--- src/hw/rtl/ita_pkg.sv ---
package ita_pkg;

   localparam int VALUE_W = 32;
   localparam int RADIX_W = 6;
   localparam int LEN_W = 6;
   localparam int RUN_W = 7;
   localparam int REM_W = 7;
   localparam int DIGIT_W = 6;
   localparam int CHAR_W = 8;
   localparam int PFX_W = 2;
   localparam int DIV_BITS = 8;
   localparam int DIV_STEPS = VALUE_W / DIV_BITS;
   localparam int STEP_W = $clog2(DIV_STEPS);
   localparam int DECIMAL_DIGITS = 10;

   localparam logic [RADIX_W-1:0] RADIX_MIN = 6'd2;
   localparam logic [RADIX_W-1:0] RADIX_MAX = 6'd36;
   localparam logic [RADIX_W-1:0] RADIX_OCT = 6'd8;
   localparam logic [RADIX_W-1:0] RADIX_HEX = 6'd16;

   localparam logic [CHAR_W-1:0] CHAR_NUL = 8'h00;
   localparam logic [CHAR_W-1:0] CHAR_SPACE = 8'h20;
   localparam logic [CHAR_W-1:0] CHAR_PLUS = 8'h2B;
   localparam logic [CHAR_W-1:0] CHAR_MINUS = 8'h2D;
   localparam logic [CHAR_W-1:0] CHAR_ZERO = 8'h30;
   localparam logic [CHAR_W-1:0] CHAR_UPPER_A = 8'h41;
   localparam logic [CHAR_W-1:0] CHAR_LOWER_A = 8'h61;
   localparam logic [CHAR_W-1:0] CHAR_UPPER_X = 8'h58;
   localparam logic [CHAR_W-1:0] CHAR_LOWER_X = 8'h78;

   localparam int SEG_W = 3;
   localparam int NUM_SEGS = 8;

   // Output field sections in the order they are sent.
   typedef enum logic [SEG_W-1:0] {
      SEG_LEAD,
      SEG_SIGN,
      SEG_PFX0,
      SEG_PFXX,
      SEG_ZPAD,
      SEG_PZERO,
      SEG_DIGIT,
      SEG_TRAIL
   } seg_type;

   typedef struct packed {
      logic                  lower_case;
      logic                  alt_prefix;
      logic                  space_sign;
      logic                  force_plus;
      logic                  zero_pad;
      logic                  left_justify;
      logic                  signed_conv;
      logic [LEN_W-1:0]      min_digits;
      logic [LEN_W-1:0]      field_width;
      logic [RADIX_W-1:0]    radix;
      logic [VALUE_W-1:0]    value;
   } req_fields_type;

   localparam int REQ_BITS = $bits(req_fields_type);
   localparam int REQ_TDATA_W = ((REQ_BITS + 7) / 8) * 8;
   localparam int RSP_TDATA_W = CHAR_W;

   typedef struct packed {
      logic    load;
      logic    div_step;
      logic    prep;
      logic    seg_load;
      seg_type load_seg;
      seg_type seg;
      logic    emit;
      logic    emit_last;
      logic    emit_bad;
   } ctrl_cmd_type;

   typedef struct packed {
      logic                bad_radix;
      logic                div_done;
      logic [NUM_SEGS-1:0] seg_nonempty;
      logic                run_one;
      logic                out_free;
   } dp_status_type;

   function automatic logic [CHAR_W-1:0] digit_char(input logic [DIGIT_W-1:0] digit,
                                                    input logic lower);
      logic [CHAR_W-1:0] base;
      base = lower ? CHAR_LOWER_A : CHAR_UPPER_A;
      if (digit < DIGIT_W'(DECIMAL_DIGITS)) begin
         return CHAR_ZERO + CHAR_W'(digit);
      end
      return base + CHAR_W'(digit) - CHAR_W'(DECIMAL_DIGITS);
   endfunction

endpackage

--- src/hw/rtl/ita_ram.sv ---
module ita_ram #(
   parameter int WIDTH = 6,
   parameter int DEPTH = 32,
   localparam int ADDR_W = $clog2(DEPTH)
) (
   input  logic              clock,
   input  logic              wr_en,
   input  logic [ADDR_W-1:0] wr_addr,
   input  logic [WIDTH-1:0]  wr_data,
   input  logic              rd_en,
   input  logic [ADDR_W-1:0] rd_addr,
   output logic [WIDTH-1:0]  rd_data
);

   logic [WIDTH-1:0] mem_ff [DEPTH];
   logic [WIDTH-1:0] rd_data_ff;

   always_ff @(posedge clock) begin
      if (wr_en) begin
         mem_ff[wr_addr] <= wr_data;
      end
      if (rd_en) begin
         rd_data_ff <= mem_ff[rd_addr];
      end
   end

   assign rd_data = rd_data_ff;

endmodule

--- src/hw/rtl/ita_ctrl.sv ---
module ita_ctrl
   import ita_pkg::*;
(
   input  logic          clock,
   input  logic          reset,
   input  logic          req_tvalid,
   output logic          req_tready,
   input  dp_status_type status,
   output ctrl_cmd_type  cmd
);

   typedef enum logic [2:0] {
      S_IDLE,
      S_START,
      S_DIV,
      S_PREP,
      S_SEL,
      S_EMIT,
      S_BAD
   } state_type;

   state_type state_ff, state_in;
   seg_type   seg_ff, seg_in;
   logic      found;
   seg_type   found_seg;

   // First non-empty section after the current one, or the first one overall.
   always_comb begin
      found = 1'b0;
      found_seg = SEG_DIGIT;
      for (int i = NUM_SEGS - 1; i >= 0; i--) begin
         if (status.seg_nonempty[i] && (state_ff == S_SEL || i > int'(seg_ff))) begin
            found = 1'b1;
            found_seg = seg_type'(SEG_W'(i));
         end
      end
   end

   always_comb begin
      cmd = '0;
      cmd.seg = seg_ff;
      cmd.load_seg = found_seg;
      state_in = state_ff;
      seg_in = seg_ff;
      req_tready = (state_ff == S_IDLE);
      unique case (state_ff)
         S_IDLE: begin
            if (req_tvalid) begin
               cmd.load = 1'b1;
               state_in = S_START;
            end
         end
         S_START: begin
            state_in = status.bad_radix ? S_BAD : S_DIV;
         end
         S_DIV: begin
            cmd.div_step = 1'b1;
            if (status.div_done) begin
               state_in = S_PREP;
            end
         end
         S_PREP: begin
            cmd.prep = 1'b1;
            state_in = S_SEL;
         end
         S_SEL: begin
            cmd.seg_load = 1'b1;
            seg_in = found_seg;
            state_in = S_EMIT;
         end
         S_EMIT: begin
            if (status.out_free) begin
               cmd.emit = 1'b1;
               if (status.run_one) begin
                  if (found) begin
                     cmd.seg_load = 1'b1;
                     seg_in = found_seg;
                  end else begin
                     cmd.emit_last = 1'b1;
                     state_in = S_IDLE;
                  end
               end
            end
         end
         S_BAD: begin
            if (status.out_free) begin
               cmd.emit = 1'b1;
               cmd.emit_bad = 1'b1;
               cmd.emit_last = 1'b1;
               state_in = S_IDLE;
            end
         end
         default: begin
            state_in = S_IDLE;
         end
      endcase
   end

   always_ff @(posedge clock) begin
      if (reset) begin
         state_ff <= S_IDLE;
         seg_ff <= SEG_LEAD;
      end else begin
         state_ff <= state_in;
         seg_ff <= seg_in;
      end
   end

   a_emit_free: assert property (@(posedge clock) disable iff (reset)
      cmd.emit |-> status.out_free)
      else $error("Item sent while the output register was occupied.");

   a_emit_nonempty: assert property (@(posedge clock) disable iff (reset)
      (state_ff == S_EMIT) |-> status.seg_nonempty[seg_ff])
      else $error("Sending from an empty section.");

   a_sel_found: assert property (@(posedge clock) disable iff (reset)
      (state_ff == S_SEL) |-> found)
      else $error("No non-empty section found after conversion.");

endmodule

--- src/hw/rtl/ita_dp.sv ---
module ita_dp
   import ita_pkg::*;
#(
   parameter int MAX_DIGITS = 32,
   parameter int MAX_FIELD = 60
) (
   input  logic                   clock,
   input  logic                   reset,
   input  logic [REQ_TDATA_W-1:0] req_tdata,
   input  ctrl_cmd_type           cmd,
   output dp_status_type          status,
   output logic                   rsp_tvalid,
   input  logic                   rsp_tready,
   output logic [RSP_TDATA_W-1:0] rsp_tdata,
   output logic                   rsp_tlast,
   output logic                   rsp_tuser
);

   localparam int ADDR_W = $clog2(MAX_DIGITS);
   localparam int CNT_W = $clog2(MAX_DIGITS + 1);

   req_fields_type req;

   logic [VALUE_W-1:0] work_ff, work_in;
   logic [REM_W-1:0]   rem_ff, rem_in;
   logic [STEP_W-1:0]  step_ff, step_in;
   logic [CNT_W-1:0]   cnt_ff, cnt_in;
   logic [RADIX_W-1:0] radix_ff, radix_in;
   logic [LEN_W-1:0]   fw_ff, fw_in;
   logic [LEN_W-1:0]   prec_ff, prec_in;
   logic               has_sign_ff, has_sign_in;
   logic [CHAR_W-1:0]  sign_char_ff, sign_char_in;
   logic [PFX_W-1:0]   pfx_len_ff, pfx_len_in;
   logic               left_ff, left_in;
   logic               zpad_ff, zpad_in;
   logic               lower_ff, lower_in;
   logic               bad_ff, bad_in;
   logic [RUN_W-1:0]   pz_ff, pz_in;
   logic [RUN_W-1:0]   pad_ff, pad_in;
   logic [RUN_W-1:0]   run_ff, run_in;
   logic               rsp_valid_ff, rsp_valid_in;
   logic [CHAR_W-1:0]  rsp_char_ff, rsp_char_in;
   logic               rsp_last_ff, rsp_last_in;
   logic               rsp_bad_ff, rsp_bad_in;

   logic               negative;
   logic [REM_W-1:0]   div_rem;
   logic [VALUE_W-1:0] div_work;
   logic               step_last;
   logic [RUN_W-1:0]   prec_eff;
   logic [RUN_W-1:0]   used;
   logic [RUN_W-1:0]   fw_run;
   logic [RUN_W-1:0]   seg_len [NUM_SEGS];
   logic [CHAR_W-1:0]  emit_char;
   logic               wr_en;
   logic               rd_en;
   logic               rd_top;
   logic [CNT_W-1:0]   top_idx;
   logic [RUN_W-1:0]   next_idx;
   logic [ADDR_W-1:0]  rd_addr;
   logic [DIGIT_W-1:0] rd_digit;

   assign req = req_fields_type'(req_tdata[REQ_BITS-1:0]);
   assign negative = req.signed_conv & req.value[VALUE_W-1];

   // Eight restoring-division steps per cycle; the quotient shifts into the work register.
   always_comb begin
      div_rem = (step_ff == '0) ? '0 : rem_ff;
      div_work = work_ff;
      for (int i = 0; i < DIV_BITS; i++) begin
         div_rem = {div_rem[REM_W-2:0], div_work[VALUE_W-1]};
         div_work = {div_work[VALUE_W-2:0], 1'b0};
         if (div_rem >= REM_W'(radix_ff)) begin
            div_rem = div_rem - REM_W'(radix_ff);
            div_work[0] = 1'b1;
         end
      end
   end

   assign step_last = (step_ff == STEP_W'(DIV_STEPS - 1));
   assign wr_en = cmd.div_step && step_last && (cnt_ff < CNT_W'(MAX_DIGITS));

   always_comb begin
      prec_eff = (RUN_W'(prec_ff) > RUN_W'(cnt_ff)) ? RUN_W'(prec_ff) : RUN_W'(cnt_ff);
      used = RUN_W'(has_sign_ff) + RUN_W'(pfx_len_ff) + prec_eff;
      fw_run = RUN_W'(fw_ff);
   end

   always_comb begin
      seg_len[SEG_LEAD] = (!left_ff && !zpad_ff) ? pad_ff : '0;
      seg_len[SEG_SIGN] = RUN_W'(has_sign_ff);
      seg_len[SEG_PFX0] = RUN_W'(pfx_len_ff != '0);
      seg_len[SEG_PFXX] = RUN_W'(pfx_len_ff == PFX_W'(2));
      seg_len[SEG_ZPAD] = (!left_ff && zpad_ff) ? pad_ff : '0;
      seg_len[SEG_PZERO] = pz_ff;
      seg_len[SEG_DIGIT] = RUN_W'(cnt_ff);
      seg_len[SEG_TRAIL] = left_ff ? pad_ff : '0;
   end

   always_comb begin
      status.bad_radix = bad_ff;
      status.div_done = step_last && (div_work == '0);
      for (int i = 0; i < NUM_SEGS; i++) begin
         status.seg_nonempty[i] = (seg_len[i] != '0);
      end
      status.run_one = (run_ff == RUN_W'(1));
      status.out_free = !rsp_valid_ff || rsp_tready;
   end

   // Digits are stored least significant first and read back from the top.
   assign rd_top = cmd.seg_load && (cmd.load_seg == SEG_DIGIT);
   assign rd_en = rd_top || (cmd.emit && !cmd.emit_bad && cmd.seg == SEG_DIGIT);
   assign top_idx = cnt_ff - CNT_W'(1);
   assign next_idx = run_ff - RUN_W'(2);
   assign rd_addr = rd_top ? top_idx[ADDR_W-1:0] : next_idx[ADDR_W-1:0];

   ita_ram #(
      .WIDTH(DIGIT_W),
      .DEPTH(MAX_DIGITS)
   ) u_digits (
      .clock  (clock),
      .wr_en  (wr_en),
      .wr_addr(cnt_ff[ADDR_W-1:0]),
      .wr_data(div_rem[DIGIT_W-1:0]),
      .rd_en  (rd_en),
      .rd_addr(rd_addr),
      .rd_data(rd_digit)
   );

   always_comb begin
      case (cmd.seg) inside
         SEG_LEAD, SEG_TRAIL: emit_char = CHAR_SPACE;
         SEG_SIGN: emit_char = sign_char_ff;
         SEG_PFX0, SEG_ZPAD, SEG_PZERO: emit_char = CHAR_ZERO;
         SEG_PFXX: emit_char = lower_ff ? CHAR_LOWER_X : CHAR_UPPER_X;
         SEG_DIGIT: emit_char = digit_char(rd_digit, lower_ff);
         default: emit_char = CHAR_NUL;
      endcase
   end

   always_comb begin
      work_in = work_ff;
      rem_in = rem_ff;
      step_in = step_ff;
      cnt_in = cnt_ff;
      radix_in = radix_ff;
      fw_in = fw_ff;
      prec_in = prec_ff;
      has_sign_in = has_sign_ff;
      sign_char_in = sign_char_ff;
      pfx_len_in = pfx_len_ff;
      left_in = left_ff;
      zpad_in = zpad_ff;
      lower_in = lower_ff;
      bad_in = bad_ff;
      pz_in = pz_ff;
      pad_in = pad_ff;
      run_in = run_ff;
      rsp_valid_in = rsp_valid_ff;
      rsp_char_in = rsp_char_ff;
      rsp_last_in = rsp_last_ff;
      rsp_bad_in = rsp_bad_ff;

      if (cmd.load) begin
         work_in = negative ? (VALUE_W'(0) - req.value) : req.value;
         step_in = '0;
         cnt_in = '0;
         radix_in = req.radix;
         fw_in = (req.field_width > LEN_W'(MAX_FIELD)) ? LEN_W'(MAX_FIELD) : req.field_width;
         prec_in = (req.min_digits > LEN_W'(MAX_FIELD)) ? LEN_W'(MAX_FIELD) : req.min_digits;
         has_sign_in = negative || req.force_plus || req.space_sign;
         if (negative) begin
            sign_char_in = CHAR_MINUS;
         end else if (req.force_plus) begin
            sign_char_in = CHAR_PLUS;
         end else begin
            sign_char_in = CHAR_SPACE;
         end
         if (!req.alt_prefix) begin
            pfx_len_in = PFX_W'(0);
         end else if (req.radix == RADIX_HEX) begin
            pfx_len_in = PFX_W'(2);
         end else if (req.radix == RADIX_OCT) begin
            pfx_len_in = PFX_W'(1);
         end else begin
            pfx_len_in = PFX_W'(0);
         end
         left_in = req.left_justify;
         zpad_in = req.zero_pad;
         lower_in = req.lower_case;
         bad_in = (req.radix < RADIX_MIN) || (req.radix > RADIX_MAX);
      end

      if (cmd.div_step) begin
         work_in = div_work;
         rem_in = div_rem;
         step_in = step_ff + STEP_W'(1);
         if (wr_en) begin
            cnt_in = cnt_ff + CNT_W'(1);
         end
      end

      if (cmd.prep) begin
         pz_in = prec_eff - RUN_W'(cnt_ff);
         pad_in = (fw_run > used) ? (fw_run - used) : '0;
      end

      if (cmd.seg_load) begin
         run_in = seg_len[cmd.load_seg];
      end else if (cmd.emit && !cmd.emit_bad) begin
         run_in = run_ff - RUN_W'(1);
      end

      if (cmd.emit) begin
         rsp_valid_in = 1'b1;
         rsp_char_in = cmd.emit_bad ? CHAR_NUL : emit_char;
         rsp_last_in = cmd.emit_last;
         rsp_bad_in = cmd.emit_bad;
      end else if (rsp_tready) begin
         rsp_valid_in = 1'b0;
      end
   end

   always_ff @(posedge clock) begin
      if (reset) begin
         step_ff <= '0;
         cnt_ff <= '0;
         bad_ff <= 1'b0;
         run_ff <= '0;
         rsp_valid_ff <= 1'b0;
      end else begin
         step_ff <= step_in;
         cnt_ff <= cnt_in;
         bad_ff <= bad_in;
         run_ff <= run_in;
         rsp_valid_ff <= rsp_valid_in;
      end
      work_ff <= work_in;
      rem_ff <= rem_in;
      radix_ff <= radix_in;
      fw_ff <= fw_in;
      prec_ff <= prec_in;
      has_sign_ff <= has_sign_in;
      sign_char_ff <= sign_char_in;
      pfx_len_ff <= pfx_len_in;
      left_ff <= left_in;
      zpad_ff <= zpad_in;
      lower_ff <= lower_in;
      pz_ff <= pz_in;
      pad_ff <= pad_in;
      rsp_char_ff <= rsp_char_in;
      rsp_last_ff <= rsp_last_in;
      rsp_bad_ff <= rsp_bad_in;
   end

   assign rsp_tvalid = rsp_valid_ff;
   assign rsp_tdata = rsp_char_ff;
   assign rsp_tlast = rsp_last_ff;
   assign rsp_tuser = rsp_bad_ff;

   a_run_live: assert property (@(posedge clock) disable iff (reset)
      (cmd.emit && !cmd.emit_bad) |-> (run_ff != '0))
      else $error("Character sent from an exhausted section.");

   a_cnt_bound: assert property (@(posedge clock) disable iff (reset)
      cnt_ff <= CNT_W'(MAX_DIGITS))
      else $error("Digit count exceeds the digit store depth.");

   a_bad_item: assert property (@(posedge clock) disable iff (reset)
      (rsp_valid_ff && rsp_bad_ff) |-> (rsp_last_ff && rsp_char_ff == CHAR_NUL))
      else $error("Radix error item is not a single null character.");

endmodule

--- src/hw/rtl/integer_to_ascii_formatter_core.sv ---
// Formats one integer per request as printf-style ASCII characters.
// The request channel (req_*) carries the value, radix, field width, precision
// and flags. The result channel (rsp_*) sends one character per item, with
// rsp_tlast on the final character of the field.
// An invalid radix (outside 2 to 36) gives a single item with a null character
// and rsp_tuser set.
// A request first runs a digit loop that produces D digits, where D is up to
// 32 in radix 2 and up to 10 in radix 10, and then sends its characters. In
// the digit loop one divide-by-radix unit retires eight quotient bits per
// cycle. Characters then leave at one per cycle while the receiver is ready.
// An invalid radix skips the digit loop and sends its single item directly.
// A new request is taken once the final character of the previous one sits
// in the output register. When the receiver stalls, the output register holds
// its character and the block waits. Reset returns the block to idle and
// drops any character not yet taken.
module integer_to_ascii_formatter_core
   import ita_pkg::*;
#(
   parameter int MAX_DIGITS = 32,
   parameter int MAX_FIELD = 60
) (
   input  logic                   clock,
   input  logic                   reset,
   input  logic                   req_tvalid,
   output logic                   req_tready,
   // value, radix, field_width, min_digits, signed_conv, left_justify,
   // zero_pad, force_plus, space_sign, alt_prefix, lower_case
   input  logic [REQ_TDATA_W-1:0] req_tdata,
   output logic                   rsp_tvalid,
   input  logic                   rsp_tready,
   // out_char
   output logic [RSP_TDATA_W-1:0] rsp_tdata,
   output logic                   rsp_tlast,
   // bad_radix
   output logic                   rsp_tuser
);

   ctrl_cmd_type  cmd;
   dp_status_type status;

   ita_ctrl u_ctrl (
      .clock     (clock),
      .reset     (reset),
      .req_tvalid(req_tvalid),
      .req_tready(req_tready),
      .status    (status),
      .cmd       (cmd)
   );

   ita_dp #(
      .MAX_DIGITS(MAX_DIGITS),
      .MAX_FIELD (MAX_FIELD)
   ) u_dp (
      .clock     (clock),
      .reset     (reset),
      .req_tdata (req_tdata),
      .cmd       (cmd),
      .status    (status),
      .rsp_tvalid(rsp_tvalid),
      .rsp_tready(rsp_tready),
      .rsp_tdata (rsp_tdata),
      .rsp_tlast (rsp_tlast),
      .rsp_tuser (rsp_tuser)
   );

endmodule

--- config.mk ---
export PLATFORM = sky130hd
export DESIGN_NAME = integer_to_ascii_formatter_core
export DESIGN_NICKNAME = d
export VERILOG_FILES = /design/src/hw/rtl/ita_pkg.sv /design/src/hw/rtl/ita_ram.sv /design/src/hw/rtl/ita_ctrl.sv /design/src/hw/rtl/ita_dp.sv /design/src/hw/rtl/integer_to_ascii_formatter_core.sv
export SDC_FILE = /design/constraint.sdc
export NUM_CORES = 1
export LEC_CHECK = 0
export BUFFER_PORTS_ARGS = -buffer_cell sky130_fd_sc_hd__clkbuf_2
export CORE_MARGIN = 3
export CORE_UTILIZATION = 28
export DETAILED_ROUTE_END_ITERATION = 6
export GPL_TIMING_DRIVEN = 0
export PLACE_DENSITY = 0.46
export SYNTH_ARGS = -nofsm -noshare
export SYNTH_HDL_FRONTEND = slang
export SYNTH_SLANG_ARGS = --single-unit
export TNS_END_PERCENT = 30
--- constraint.sdc ---
create_clock -name clock -period 17.3 [get_ports clock]
set_input_delay 3.46 -clock clock [delete_from_list [all_inputs] [get_ports clock]]
set_output_delay 3.46 -clock clock [all_outputs]
set_load 0.01 [all_outputs]
; Word-level counts from Yosys, hierarchy flattened
; Memories as Yosys holds them, arrays and structs flattened. A register that Yosys moved wholly into a read port is not among the register bits.
; Cells that the tools add are included.
[totals]
regBits = 117
latchBits = 0
ramBits = 192
rom_bits = 0
output_inout_bits = 12
wordCells = 251
n_memories = 1
[mem_list]
columns = memory, words, width, read_ports, rd_clocked_by_memory_dff, wr, line
row1 = u_dp.u_digits.mem_ff, 32, 6, 1, 1, 1, ita_ram.sv:15  ; logic [WIDTH-1:0] mem_ff [DEPTH];
[classes]
n_addsub = 21
mul = 0
n_div = 0
magnitude_cmp = 24
eq_ne = 26
shift = 0
n_mux = 99
bitwise = 3
n_reduce_logical = 52
[op_table]
columns = operator, n
row1 = 32-bit 2-to-1 mux, 3
row2 = 6-bit 2-to-1 mux, 16
row3 = 7-bit by 6-bit >= comparator with 1-bit output, 8
row4 = 7-bit 2-to-1 mux, 7
row5 = 8-bit 2-to-1 mux, 6
row6 = 6-bit subtractor, 8
row7 = 3-bit 2-to-1 mux, 15
row8 = 1-bit 2-to-1 mux, 39
row9 = 7-bit nonzero test, 5
row10 = 32-bit zero test, 1
row11 = "1-bit by 32-bit subtractor with 32-bit output, first input constant", 1
row12 = "3-bit == test, second input constant", 8
row13 = 7-bit binary-select mux with 3-bit select, 1
row14 = 3-bit one-hot mux with 7 select lines, 1
row15 = "6-bit greater-than comparator, second input constant", 3
row16 = 1-bit logical AND, 16
row17 = "3-bit by 2-bit == test with 1-bit output, second input constant", 4
row18 = "3-bit greater-than comparator, first input constant", 4
row19 = 1-bit logical OR, 12
row20 = 2-bit 2-to-1 mux, 6
row21 = "2-bit inequality test, second input constant", 6
row22 = 2-bit nonzero test, 5
row23 = 8-bit by 6-bit adder with 8-bit output, 1
row24 = "8-bit by 4-bit subtractor with 8-bit output, second input constant", 1
row25 = other kinds (39), 48

; Logic depth before layout (Yosys ltp)
[depth]
word_depth = 22
mapped_depth = 86

; Hierarchy
; From an unflattened synthesis, not the netlist that was laid out.
[unflattened]
hier_cells = 1483
hier_area_um2 = 17834.6
[modules_own_cells]
columns = mod, instances, cells_each, area_per_inst_um2, seq_area_each_um2
row1 = ita_dp, 1, 1057, 9479.1, 3012.9
row2 = ita_ram, 1, 323, 7649.8, 5945.7
row3 = ita_ctrl, 1, 103, 705.7, 120.1

; Worst setup path after synthesis
; OpenSTA, ideal clock, no wires.
[synth_timing]
path_kind = register to register
startpoint = reg u_dp.step_ff[0]
endpoint = reg u_dp.rem_ff[0], data pin
arrival_time_ps = 16594
required_ps = 16909
slack_ps = 315
stages_incl_launch_ff = 85
n_path_buf = 4
synth_period_minus_slack_ps = 16985
cell_sequence = dfxtp_1 > inv_1 > ha_1 > buf_4 > nor2b_1 > ha_1 > a31oi_1 > o21a_1 > nand2_1 > a21oi_1 > ha_1 > nor2b_1 > o21a_1 > o21ai_0 > a21oi_1 > a211o_1 > a211o_1 > buf_2 > [... 49 more ...] > a21oi_1 > o21ai_0 > a21o_1 > nand2_1 > inv_1 > o21ai_0 > o2111ai_4 > mux2i_1 > ha_1 > a21oi_1 > o21bai_1 > a21o_1 > a21o_1 > o21bai_1 > a21oi_1 > a21boi_0 > o22ai_4 > mux2i_1
[synth_via]
elab_chain_cells = 18
elab_cells_between_ends = 25
[synth_lines]
columns = item, line
row1 = start: declaration, ita_dp.sv:26  ; logic [STEP_W-1:0] step_ff, step_in;
row2 = start signal: assignment, ita_dp.sv:232  ; step_ff <= step_in;
row3 = 2-bit zero test (*), ita_dp.sv:68  ; div_rem = (step_ff == '0) ? '0 : rem_ff;
row4 = 6-bit 2-to-1 mux (*), ita_dp.sv:68
row5 = 6-bit subtractor / 7-bit by 6-bit >= comparator with 1-bit output (equally long branches), "ita_dp.sv:74, ita_dp.sv:73"
row6 = 6-bit 2-to-1 mux (*), ita_dp.sv:73  ; if (div_rem >= REM_W'(radix_ff)) begin
row7 = 6-bit subtractor / 7-bit by 6-bit >= comparator with 1-bit output (equally long branches), "ita_dp.sv:74, ita_dp.sv:73"
row8 = 6-bit 2-to-1 mux (*), ita_dp.sv:73
row9 = 6-bit subtractor / 7-bit by 6-bit >= comparator with 1-bit output (equally long branches), "ita_dp.sv:74, ita_dp.sv:73"
row10 = 6-bit 2-to-1 mux (*), ita_dp.sv:73
row11 = [... 3 more ...], -
row12 = 6-bit 2-to-1 mux (*), ita_dp.sv:73
row13 = 7-bit by 6-bit >= comparator with 1-bit output / 6-bit subtractor (equally long branches), "ita_dp.sv:73, ita_dp.sv:74"
row14 = 6-bit 2-to-1 mux (*), ita_dp.sv:73
row15 = 6-bit subtractor / 7-bit by 6-bit >= comparator with 1-bit output (equally long branches), "ita_dp.sv:74, ita_dp.sv:73"
row16 = 6-bit 2-to-1 mux (*), ita_dp.sv:73
row17 = 7-bit by 6-bit >= comparator with 1-bit output (*), ita_dp.sv:73
row18 = 6-bit 2-to-1 mux (*), ita_dp.sv:73
row19 = net u_dp.div_rem[0], ita_dp.sv:47  ; logic [REM_W-1:0] div_rem;
row20 = end signal: assignment, ita_dp.sv:239  ; rem_ff <= rem_in;
row21 = end: declaration, ita_dp.sv:25  ; logic [REM_W-1:0] rem_ff, rem_in;
; Mark *: on every way through the listed nets, which the timed path passes. The rest lies on a longest branch.
; A chain may end at the register's enable or synchronous reset.

; Worst setup path after layout
[layout_timing]
startpoint = reg u_dp.step_ff[0]
endpoint = mem u_dp.u_digits.mem_ff[23][4], data pin
[layout_via]
elab_chain_cells = 18
elab_cells_between_ends = 26
[layout_lines]
columns = item, line
row1 = 2-bit zero test (*), ita_dp.sv:68
row2 = 6-bit 2-to-1 mux (*), ita_dp.sv:68
row3 = 6-bit subtractor / 7-bit by 6-bit >= comparator with 1-bit output (equally long branches), "ita_dp.sv:74, ita_dp.sv:73"
row4 = 6-bit 2-to-1 mux (*), ita_dp.sv:73
row5 = 6-bit subtractor / 7-bit by 6-bit >= comparator with 1-bit output (equally long branches), "ita_dp.sv:74, ita_dp.sv:73"
row6 = 6-bit 2-to-1 mux (*), ita_dp.sv:73
row7 = 6-bit subtractor / 7-bit by 6-bit >= comparator with 1-bit output (equally long branches), "ita_dp.sv:74, ita_dp.sv:73"
row8 = 6-bit 2-to-1 mux (*), ita_dp.sv:73
row9 = [... 2 more ...], -
row10 = 6-bit subtractor / 7-bit by 6-bit >= comparator with 1-bit output (equally long branches), "ita_dp.sv:74, ita_dp.sv:73"
row11 = 6-bit 2-to-1 mux (*), ita_dp.sv:73
row12 = 7-bit by 6-bit >= comparator with 1-bit output / 6-bit subtractor (equally long branches), "ita_dp.sv:73, ita_dp.sv:74"
row13 = 6-bit 2-to-1 mux (*), ita_dp.sv:73
row14 = 6-bit subtractor / 7-bit by 6-bit >= comparator with 1-bit output (equally long branches), "ita_dp.sv:74, ita_dp.sv:73"
row15 = 6-bit 2-to-1 mux (*), ita_dp.sv:73
row16 = 6-bit subtractor / 7-bit by 6-bit >= comparator with 1-bit output (equally long branches), "ita_dp.sv:74, ita_dp.sv:73"
row17 = 6-bit 2-to-1 mux (*), ita_dp.sv:73
row18 = end: declaration, ita_ram.sv:15
; Mark *: on every way between the ends. The rest lies on a longest branch, timed or not.

==> results.json <==
{
  "die_area_sq_um": 67100,
  "whs_path_depth": 2,
  "yosysUniqueCellTypes": 90,
  "post-dp-hpwl_mm": 38.0,
  "holdPathEnd": "u_dp.step_ff[1]",
  "r2r_end": "u_dp.u_digits.mem_ff[23][4]",
  "crit_fanout": 10,
  "start_util_pct": 28.4,
  "htreeDepth": 2,
  "io_pins": 80,
  "cp-end-kind": "register",
  "finalHoldWorstSlack_ps": 489,
  "post_drt_wl_per_cell_um": 19.4,
  "fin_ws_ps": 945,
  "clk_pin_slew_ps": 60,
  "path_delay_family": "compound AO/OA/AOI/OAI gates",
  "post-place-ws_ps": -2560,
  "ys_seq_area_share_pct": 50.7,
  "period_needed_ps": 16350,
  "grt_pass1_wl_mm": 81.9,
  "gp_congestion": 0.856,
  "critPathMaxStageDelay_ps": 510,
  "route.detailed.drc": 0,
  "syn_to_final_growth_pct": 19.3,
  "portBuffers": 72,
  "worstHoldStart": "u_dp.step_ff[1]",
  "finClkSkew_ps": 21.4,
  "first_pass_iters": 7,
  "fmax_ghz": 0.0611,
  "overflow": 0,
  "slew_headroom_pct": 24.9,
  "startpoint_type": "register",
  "cp_slowest_cell": "mux2_2",
  "synth_nets": 1908,
  "r2r_cells": 82,
  "grt_start_max_net_pins": 34,
  "wirelength_mm": 53.9,
  "crit_top_cell": "inv_1",
  "core-area_sq_um": 63200,
  "outcome": "complete, no violations",
  "yosysWarningCount": 0,
  "viasPerCell": 4.98,
  "synth_edf_count": 287,
  "nets": 2069,
  "numCtsBuffers": 38,
  "clock-sinks": 310,
  "cts_buffer_depth": 3,
  "crit_required_ps": 17590,
  "ant_nets": 0,
  "grt_pass1_vias": 13900,
  "antennaDiodeCount": 0,
  "drt_iter0_drc": 898,
  "netlist_area_sq_um": 17900,
  "synth-seq-cells": 310,
  "mostFrequentLayoutCell": "nand2_1",
  "num_rows": 92,
  "critPathKind": "register to register",
  "maxCapViolations": 0,
  "r2r_slack_ps": 950,
  "synth_flop_cell": "edfxtp_1",
  "min_period_over_period_pct": 94.5,
  "slew_viol_final": 0,
  "die_height_um": 259,
  "async_reset_ff_share_pct": 0,
  "crit_buf_inv": 14,
  "hold_path_class": "register to register",
  "hold_viol_final": 0,
  "track_usage_pct": 15.8,
  "synth.avg_cell_area_sq_um": 10.3,
  "most-common-layout-cells": "nand2_1, edfxtp_1, nor2_1",
  "cts_tree": "done",
  "cp-startpoint": "u_dp.step_ff[0]",
  "finalSetupViolCount": 0,
  "cp.arrival_ps": 16640,
  "grt_antenna_before_repair": 2,
  "die_width_um": 259,
  "drive_gt1_share_pct": 15.4,
  "worstSkewPairLatency_ps": 570,
  "r2r-start": "u_dp.step_ff[0]",
  "syn_inst": 1740,
  "ctsRootBufferMaster": "clkbuf_16",
  "num_vias": 13800,
  "worstMarginPinSlew_ps": 1120
}
## tightest hold or removal path, stage by stage (launching register included)
cell and delay, ps:
dfxtp_2 320, nand3_1 60, a21oi_1 60
## synth_stat cells (all sizes together) (7+ instances only)
library cell    n  area share (%)
a31oi          32             1.1
nand2         304             6.4
a21o           26             1.1
buf            25            0.80
nand4          16            0.56
a211oi         17            0.80
o21a           11            0.46
and2           16            0.56
mux2           26             1.8
mux2i          27             1.7
xor2           25             1.2
and3           23            0.80
nor2          120             2.5
a221oi         16            0.82
ha             89             6.2
clkbuf         55             1.2
o21ai          84             2.4
nor4           14            0.49
o22ai          10            0.43
fa             11             1.2
dfxtp          23             2.6
nand2b         15            0.52
o21bai          8            0.34
a21oi          68             1.9
edfxtp        287              48
a311oi         13            0.67
nand3         109             3.1
nor3           29            0.81
xnor2          60             2.9
or2             7            0.24
inv            81             1.7
nor2b          21            0.76
## repair_timing
action,4_1_cts,5_1_grt
pin swaps,5,19
gates cloned,4,0
setup buffers,13,30
hold buffers,0,0
gates resized for setup,45,30
endpoints found under the setup margin,200,200
hold endpoints to repair,0,0
## metrics by stage
stage	utilization, %	cell area (sq um)	TNS (ps)	instances
global placement	30.6	19300	-491460	2658
floorplan	-	17900	0	1740
global route	33.8	21400	-8550	2774
finish	33.8	21400	0	2774
CTS	33.2	21000	0	2743
detailed placement	30.7	19400	-485160	2659
## flip-flops by register name, indices dropped and copies added (netlist names), 6 cells and up
register	count
u_dp.rem_ff	6
u_dp.pz_ff	7
u_dp.rsp_tdata	8
u_dp.fw_ff	6
u_dp.work_ff	32
u_dp.cnt_ff	6
u_dp.prec_ff	6
u_dp.u_digits.rd_data	6
u_dp.pad_ff	7
u_dp.radix_ff	6
u_dp.u_digits.mem_ff	192
u_dp.run_ff	7
## logic make-up (layout without fill, tap and decap cells)
kind of cell | count (synthesis) | count (layout) | synth area share, %
compound gates | 332 | 333 | 12.9
xor+xnor | 85 | 85 | 4.15
simple gates | 698 | 698 | 17.7
flops | 310 | 310 | 50.7
buf+inv | 162 | 346 | 3.67
fa+ha+maj | 100 | 100 | 7.44
mux | 53 | 56 | 3.47
## worst max-delay path by stage
stage,endpoint,slack (ps),depth (start not counted)
3_5_place_dp,u_dp.u_digits.mem_ff[30][0],-2560,82
5_1_grt,u_dp.u_digits.mem_ff[30][0],-90,87
4_1_cts,u_dp.u_digits.mem_ff[18][0],10,85
3_3_place_gp,u_dp.u_digits.mem_ff[30][0],-4270,81
6_report,u_dp.u_digits.mem_ff[23][4],950,82
2_1_floorplan,u_dp.rem_ff[0],310,84
## metal layers
metal,vias to the layer above,share of wire (%),track usage (%)
met2,328,48,26.7
met3,93,5.1,3.22
met4,2,3.0,5.43
li1,6667,-,-
met1,6711,44,20.2
met5,-,0.024,0
## layout make-up
cell class | instances | area (sq um)
Tap cell | 846 | 1060
Clock inverter | 23 | 259
Clock buffer | 44 | 983
Timing Repair Buffer | 117 | 763
Buffer | 80 | 352
Multi-Input combinational cell | 1272 | 8570
Inverter | 82 | 315
Sequential cell | 310 | 9080
Fill cell | 6441 | 41800
Power is not shown: default switching activity piles up to over one toggle a cycle in this logic, so the estimate is an artifact.
